`config.mk`:
```
export PLATFORM = sky130hd
export DESIGN_NAME = cpf_sqrt_pipe
export DESIGN_NICKNAME = d
export VERILOG_FILES = /design/src/rtl/core/cpf_pkg.sv /design/src/rtl/core/cpf_sqrt_pipe.sv
export SDC_FILE = /design/constraint.sdc
export NUM_CORES = 2
export LEC_CHECK = 0
export BUFFER_PORTS_ARGS = -buffer_cell sky130_fd_sc_hd__buf_2
export CORE_UTILIZATION = 45
export CTS_CLUSTER_SIZE = 20
export DETAILED_ROUTE_END_ITERATION = 6
export GPL_TIMING_DRIVEN = 1
export PLACE_DENSITY = 0.66
export SKIP_LAST_GASP = 1
export SYNTH_ARGS = -nofsm -noshare
export SYNTH_HDL_FRONTEND = slang
export SYNTH_SLANG_ARGS = --single-unit
```
`constraint.sdc`:
```
create_clock -name clock -period 3 [get_ports clock]
set_input_delay 0.45 -clock clock [delete_from_list [all_inputs] [get_ports clock]]
set_output_delay 0.45 -clock clock [all_outputs]
set_load 0.02 [all_outputs]
```
`src/rtl/core/cpf_pkg.sv`:
```
// Coulomb pair force: shared widths, register codes and payload/tag structs.
// No dependencies; imported by every module of the block.
`default_nettype none

package cpf_pkg;

   localparam int POS_W      = 32;
   localparam int CHG_W      = 24;
   localparam int FRC_W      = 48;
   localparam int SCALE_W    = 32;
   localparam int LINK_W     = 2;
   localparam int CSR_IDX_W  = 8;
   localparam int CSR_DATA_W = 32;

   localparam int R_W      = POS_W + 1;   // exact coordinate difference
   localparam int ABS_Q_W  = CHG_W;
   localparam int PQ_W     = 47;          // |q1|*|q2| <= 2^46
   localparam int PKL_W    = 64;
   localparam int PKH_W    = 47;
   localparam int PK_W     = 78;          // pq * scale
   localparam int LEN_W    = 6;
   localparam int SH_W     = 7;
   localparam int AN_W     = 20;
   localparam int SQ_W     = 2 * AN_W;
   localparam int D2_W     = 42;
   localparam int ROOT_W   = 21;
   localparam int G_W      = 25;
   localparam int H_W      = 44;
   localparam int G_SHIFT  = 43;
   localparam int H_SHIFT  = 38;
   localparam int NORM_LEN = 20;
   localparam int SH_OFS   = 25;          // 65 - 2 * NORM_LEN
   localparam int PK_CH_W  = 26;
   localparam int H_CH_W   = 22;
   localparam int PP_W     = PK_CH_W + H_CH_W;
   localparam int PS_W     = PP_W + H_CH_W;
   localparam int PROD_W   = 122;
   localparam int MAG_W    = 47;

   localparam logic [CSR_IDX_W-1:0] CSR_SCALE = 8'd0;
   localparam logic [CSR_IDX_W-1:0] CSR_LINK  = 8'd1;

   localparam logic [SCALE_W-1:0] SCALE_RST = 32'd35567;
   localparam logic [LINK_W-1:0]  LINK_RST  = 2'd3;
   localparam logic [LINK_W-1:0]  LINK_EXCL = 2'd0;

   localparam logic [MAG_W-1:0] MAG_MAX = {MAG_W{1'b1}};

   typedef struct packed {
      logic signed [POS_W-1:0] qm_x;
      logic signed [POS_W-1:0] qm_y;
      logic signed [POS_W-1:0] qm_z;
      logic signed [POS_W-1:0] mm_x;
      logic signed [POS_W-1:0] mm_y;
      logic signed [POS_W-1:0] mm_z;
      logic signed [CHG_W-1:0] qm_chg;
      logic signed [CHG_W-1:0] mm_charge;
      logic                    qm_linked;
   } req_type;

   typedef struct packed {
      logic signed [FRC_W-1:0] force_x;
      logic signed [FRC_W-1:0] force_y;
      logic signed [FRC_W-1:0] force_z;
      logic                    zero_distance;
   } rsp_type;

   typedef struct packed {
      logic            zero;
      logic            supp;
      logic            qneg;
      logic [SH_W-1:0] sh;
      logic [PK_W-1:0] pk;
   } cmn_type;

   typedef struct packed {
      cmn_type                cmn;
      logic [2:0]             neg;
      logic [2:0][AN_W-1:0]   an;
      logic [D2_W-1:0]        d2;
   } sq_tag_type;

   typedef struct packed {
      cmn_type             cmn;
      logic                neg;
      logic [ROOT_W-1:0]   droot;
   } gtag_type;

   typedef struct packed {
      cmn_type cmn;
      logic    neg;
   } htag_type;

endpackage

`default_nettype wire

```
`src/rtl/core/cpf_sqrt_pipe.sv`:
```
// Pipelined integer square root, one root bit per stage, tag alongside.
// Requires VW <= 2*RW. Uses cpf_pkg.
`default_nettype none

module cpf_sqrt_pipe #(
   parameter int VW = 42,
   parameter int RW = 21,
   parameter int TW = 1
) (
   input  logic          clock,
   input  logic          reset,
   input  logic          in_valid,
   input  logic [VW-1:0] in_val,
   input  logic [TW-1:0] in_tag,
   output logic          out_valid,
   output logic [RW-1:0] out_root,
   output logic [TW-1:0] out_tag
);
   import cpf_pkg::*;

   localparam int V1 = VW + 1;

   logic          vld_ff  [RW];
   logic [VW-1:0] rem_ff  [RW];
   logic [RW-1:0] root_ff [RW];
   logic [TW-1:0] tag_ff  [RW];

   genvar k;
   for (k = 0; k < RW; k++) begin : g_stage
      logic          src_vld;
      logic [VW-1:0] src_rem;
      logic [RW-1:0] src_root;
      logic [TW-1:0] src_tag;
      logic [VW:0]   trial;
      logic [VW:0]   diff;
      logic [VW-1:0] rem_in;
      logic [RW-1:0] root_in;

      if (k == 0) begin : g_first
         assign src_vld  = in_valid;
         assign src_rem  = in_val;
         assign src_root = '0;
         assign src_tag  = in_tag;
      end else begin : g_next
         assign src_vld  = vld_ff[k-1];
         assign src_rem  = rem_ff[k-1];
         assign src_root = root_ff[k-1];
         assign src_tag  = tag_ff[k-1];
      end

      // (root + 2^b)^2 - root^2 = root*2^(b+1) + 2^(2b); root has no bits at or below b
      always_comb begin
         trial   = (V1'(src_root) << (RW - k)) | (V1'(1) << (2 * (RW - 1 - k)));
         diff    = {1'b0, src_rem} - trial;
         rem_in  = src_rem;
         root_in = src_root;
         if (!diff[VW]) begin
            rem_in             = diff[VW-1:0];
            root_in[RW-1-k]    = 1'b1;
         end
      end

      always_ff @(posedge clock) begin
         if (reset) begin
            vld_ff[k] <= 1'b0;
         end else begin
            vld_ff[k] <= src_vld;
         end
      end

      always_ff @(posedge clock) begin
         rem_ff[k]  <= rem_in;
         root_ff[k] <= root_in;
         tag_ff[k]  <= src_tag;
      end
   end

   assign out_valid = vld_ff[RW-1];
   assign out_root  = root_ff[RW-1];
   assign out_tag   = tag_ff[RW-1];

endmodule

`default_nettype wire

```
# ---- After elaboration in Yosys (flattened, before gate mapping)
# Memory sizes are Yosys's and may differ from the RTL's.
# Cells that the tools add are included.
dict set report classes {
  addsub 21
  n_mux 66
  bitwise 21
}
# op count
set ops {}
lappend ops {{2-to-1 mux 42 bit} 21}
lappend ops {{2-to-1 mux 1 bit} 45}
lappend ops {{subtractor 42 x 22 -> 43 bit} 1}
lappend ops {{subtractor 42 x 23 -> 43 bit} 1}
lappend ops {{subtractor 42 x 24 -> 43 bit} 1}
lappend ops {{subtractor 42 x 25 -> 43 bit} 1}
lappend ops {{subtractor 42 x 26 -> 43 bit} 1}
lappend ops {{subtractor 42 x 27 -> 43 bit} 1}
lappend ops {{subtractor 42 x 28 -> 43 bit} 1}
lappend ops {{subtractor 42 x 29 -> 43 bit} 1}
lappend ops {{subtractor 42 x 30 -> 43 bit} 1}
lappend ops {{subtractor 42 x 31 -> 43 bit} 1}
lappend ops {{subtractor 42 x 32 -> 43 bit} 1}
lappend ops {{subtractor 42 x 33 -> 43 bit} 1}
lappend ops {{subtractor 42 x 34 -> 43 bit} 1}
lappend ops {{subtractor 42 x 35 -> 43 bit} 1}
lappend ops {{subtractor 42 x 36 -> 43 bit} 1}
lappend ops {{subtractor 42 x 37 -> 43 bit} 1}
lappend ops {{subtractor 42 x 38 -> 43 bit} 1}
lappend ops {{subtractor 42 x 39 -> 43 bit} 1}
lappend ops {{subtractor 42 x 40 -> 43 bit} 1}
lappend ops {{subtractor 42 x 41 -> 43 bit} 1}
lappend ops {{subtractor 42 x 41 -> 43 bit (second input constant)} 1}
lappend ops {{OR 1 bit} 21}
dict set report word_totals {
  regBits 0
  ramBits 1365
  in_bits 46
  out_inout_bits 23
  wordCells 112
  mem_count 4
}
# memory words width rd rd_ports_with_merged_regs write_ports line_no
set mem_list {}
lappend mem_list {rem_ff 21 42 20 0 21 cpf_sqrt_pipe.sv:24} ;# logic [VW-1:0] rem_ff [RW];
lappend mem_list {root_ff 21 21 21 0 21 cpf_sqrt_pipe.sv:25} ;# logic [RW-1:0] root_ff [RW];
lappend mem_list {tag_ff 21 1 21 0 21 cpf_sqrt_pipe.sv:26} ;# logic [TW-1:0] tag_ff [RW];
lappend mem_list {vld_ff 21 1 21 0 21 cpf_sqrt_pipe.sv:23} ;# logic vld_ff [RW];

# ---- Logic depth before layout (Yosys ltp)
dict set report logic_depth {
  depth_word 3
  depth_mapped 12
  depth_no_buf 10
}

# ---- Worst setup path before layout
# No wires, ideal clock.
dict set report synth_timing {
  path_type {reg2reg}
  startpoint {mem root_ff[14][9]}
  endpoint {mem rem_ff[15][11] (netlist: rem_ff[3][137])}
  arrival_ns 2.660
  required_time_ns 2.871
  slack_ns 0.212
  stages_incl_launch_ff 11
  path_buffers 1
  synth_period_minus_slack_ns 2.788
  cell_sequence {dfxtp_1 -> inv_1 -> ha_1 -> a21o_1 -> or3_1 -> o221a_2 -> o221a_2 -> a31o_2 -> nor2_1 -> clkbuf_1 -> o21ai_0}
}
# element line_no
set synth_lines {}
lappend synth_lines {{start: declaration} cpf_sqrt_pipe.sv:25}
lappend synth_lines {{end: declaration} cpf_sqrt_pipe.sv:24}

==> results.py <==
metrics = {
    "status": {
        "status": "complete, no violations",
    },
    "power_and_ir_drop": {
        "power.density_nw_per_um2": 1051,
        "leakagePower_nw": 21.21,
        "vdd_drop_max_mv": 0.7071,
    },
    "die": {
        "ioPinCount": 69,
        "start_util_pct": 45.44,
        "num_rows": 108,
        "fp.dieW_um": 298.2,
        "die_height_um": 298.2,
        "die_area_sq_um": 88920,
        "core_area_sq_um": 86890,
    },
    "worst_setup_path": {
        "worstReg2RegStart": "rem_ff[4][78]",
        "crit_path_start_kind": "flip-flop",
        "cp_max_fo": 4,
        "cp-end-kind": "flip-flop",
        "cp_data_arrival_time_ns": 3.42,
        "r2r_cells": 10,
        "worstSetupPathType": "reg -> reg",
        "timing.rr.end": "rem_ff[4][121]",
        "crit_required_ns": 3.54,
        "rrSetupSlack_ns": 0.12,
    },
    "clock_tree": {
        "clock_latency_ns": 0.67,
        "cts_htree_levels": 3,
        "cts_tree": "built",
        "cts_buffers": 111,
        "clk_path_buf_depth": 3,
        "clk_pin_slew_ns": 0.06,
        "cts_sinks": 1113,
        "cts_root_buf": "clkbuf_16",
    },
    "hold_path": {
        "hold_depth": 2,
        "hp-start": "reset",
        "hold_path_end": "vld_ff[0][0]",
        "hp-class": "in -> reg",
    },
    "global_routing": {
        "gr-max-usage-layer": "met2",
        "grt_pass1_wl_um": 114700,
        "grt_use_met1_pct": 18.42,
        "grt_pass1_vias": 24920,
        "antenna_found_initial": 0,
        "grt_max_degree": 41,
        "overflow": 0,
        "grtUsageTotal_pct": 15.21,
        "use_met2_pct": 26.32,
        "use_met3_pct": 2.888,
    },
    "final_layout": {
        "layout.area.seq_sq_um": 22280,
        "fin_nets": 4316,
        "final_cells": 5283,
        "syn_to_final_growth_pct": 17.14,
        "antenna_cells": 0,
        "nFillCells": 7674,
        "fin_util_pct": 53.23,
        "multi_input_area_sq_um": 16000,
        "drive_gt1_share_pct": 10.88,
    },
    "flow_run": {
        "drv_cap": 0,
    },
    "synthesis": {
        "ys_types": 88,
        "synthTopCellsByArea": "dfxtp_1, ha_1, xor2_1, xnor2_1, inv_1",
        "ys.flop_type": "dfxtp_1",
        "syn_nets": 4076,
        "syn_inst": 3801,
        "synth_top_area_share_pct": 56.44,
        "yosys_warnings": 0,
        "synth_edf_count": 0,
        "async_flop_share_pct": 0,
        "synth_area_sq_um": 39480,
        "seq_area_frac_synth_pct": 56.44,
        "ys_ff_latch": 1113,
        "syn_area_per_cell_sq_um": 10.39,
        "yosysTopAreaCell": "dfxtp_1",
    },
    "timing": {
        "fin_crit_ns": 2.885,
        "drv_slew": 0,
        "finalClockSkew_ns": 0.02478,
        "relSlewSlack_pct": 55.50,
        "rsz0062_at_grt": "yes",
        "hold_violations": 0,
        "finalSetupViolCount": 0,
        "worst_slew_pin_slew_ns": 0.6507,
        "period_share_pct": 96.16,
        "max_freq_mhz": 346.6,
    },
    "routing": {
        "drc": 0,
        "dr.pass1.iters": 6,
        "antenna_left": 0,
        "routed_wl_um": 68370,
        "viasPerCell": 4.854,
        "post_drt_wl_per_cell_um": 12.94,
        "via_count": 25650,
        "first_iter_violations": 1079,
    },
    "place": {
        "dp_hpwl_um": 49140,
        "io_buffers": 68,
        "gp_congestion": 0.8660,
        "dp_cells": 5033,
    },
}
worst max-delay path, stage by stage (launching register included):
cell and delay, ns:
dfxtp_1 0.32, or3_4 0.40, or4_1 0.42, or2_1 0.26, or4_1 0.53, a211oi_4 0.24, buf_4 0.17, buf_4 0.11
or4_1 0.10, a21oi_1 0.05, xor2_1 0.16
worst max-delay path by stage:
stage / start / endpoint / slack, ns / cells after the start
final: rem_ff[4][78] / rem_ff[4][121] / 0.12 / 10
after global routing: root_ff[14][9] / rem_ff[3][159] / -0.05 / 10
after CTS: root_ff[18][2] / rem_ff[4][158] / -0.04 / 11
after detailed placement: root_ff[18][2] / rem_ff[4][158] / -0.04 / 11
after global placement: rem_ff[4][78] / rem_ff[4][101] / 0.07 / 7
after floorplan: root_ff[14][9] / rem_ff[3][137] / 0.21 / 10
through the flow:
stage | setup WS, ns | area [sq um] | TNS (ns) | total power, mW | hold WS (ns)
global route | -0.04823 | 46250 | -0.1237 | 51.83 | 0.1522
CTS | -0.03655 | 46020 | -0.03655 | 48.95 | 0.1117
detailed placement | -0.04002 | 41600 | -0.05084 | 34.03 | 0.3121
finish | 0.1152 | 46250 | 0 | 48.60 | 0.1758
floorplan | 0.2116 | 39480 | 0 | 30.61 | 0.3096
global placement | 0.06514 | 41600 | 0 | 33.90 | 0.3100
area by class of cell:
type / count / share of cell area, %
Tap cell: 1155 / 3.125
Multi-Input combinational cell: 2316 / 34.59
Timing Repair Buffer: 194 / 3.114
Sequential cell: 1113 / 48.18
Clock buffer: 154 / 6.945
Clock inverter: 46 / 1.575
Inverter: 305 / 2.476
synth_stat cells (7+ instances only):
| library cell | instances |
|---|---|
| a31oi_1 | 15 |
| nand2_1 | 261 |
| nor3_1 | 95 |
| and3_1 | 18 |
| nor4b_1 | 9 |
| xnor2_1 | 146 |
| a211oi_1 | 18 |
| a2111oi_0 | 13 |
| mux2_2 | 32 |
| a21boi_0 | 10 |
| a211o_1 | 13 |
| or2_2 | 13 |
| nor2b_1 | 55 |
| nand3b_1 | 10 |
| inv_1 | 305 |
| or4_1 | 29 |
| dfxtp_1 | 1113 |
| o21bai_1 | 11 |
| o21ai_0 | 223 |
| or3_1 | 49 |
| nand2b_1 | 55 |
| xor2_1 | 180 |
| a21o_1 | 61 |
| nand3_1 | 41 |
| ha_1 | 229 |
| nor4_1 | 51 |
| nor2_1 | 212 |
| o31ai_1 | 24 |
| buf_2 | 8 |
| a21oi_1 | 200 |
| o21ai_1 | 9 |
| o211ai_1 | 18 |
| o21a_1 | 54 |
| o41ai_1 | 7 |
| and2_1 | 16 |
| a31o_2 | 12 |
| clkbuf_1 | 47 |
| o22ai_1 | 7 |
| nand4_1 | 20 |
cell usage in the layout, fill, tap and decap left out, types with 45 or more instances in the layout:
cell type	instances
nor2b_1	55
a21o_1	61
clkbuf_16	113
nor3_1	95
ha_1	229
or3_1	48
nand2_1	261
inv_1	305
nand2b_1	54
nor2_1	211
dfxtp_1	1113
dlygate4sd3_1	45
xnor2_1	146
buf_2	68
o21ai_0	222
buf_4	77
xor2_1	180
o21a_1	54
a21oi_1	198
cell families (layout without fill, tap and decap cells):
| group | Yosys count | count (layout) | share of synthesized area, % |
|---|---|---|---|
| DFF | 1113 | 1113 | 56.44 |
| and+or+nand+nor | 971 | 971 | 12.40 |
| AOI/OAI and AO/OA | 754 | 754 | 12.03 |
| buffers and inverters | 372 | 699 | 3.629 |
| xor gates and xnor gates | 326 | 326 | 7.232 |
| adders and majority gates | 229 | 229 | 7.258 |
| muxes | 36 | 36 | 1.014 |
sequential cells by signal, summed over array words and instances, names as in the netlist:
register  flops
tag_ff       21
root_ff     231
vld_ff       21
rem_ff      840
layer usage:
metal,up-vias,part of all wire [%]
li1,13480,-
met1,11640,45
met2,365,48
met3,160,3.3
met4,0,3.7
met5,-,0
report_power, final:
part / internal [mW] / leakage (nW) / switching, mW
combinational: 6.18 / 9.95 / 7.08
sequential: 18.4 / 9.33 / 2.48
clock: 8.99 / 1.94 / 5.50
timing repair:
action | in CTS | in global routing
endpoints found under the setup margin | 10 | 77
pin swaps | 0 | 5
endpoints found under the hold margin | 45 | 0
gates resized for setup | 5 | 38
hold buffers | 45 | 0
setup buffers | 0 | 5
(Power assumes the default switching activity.)
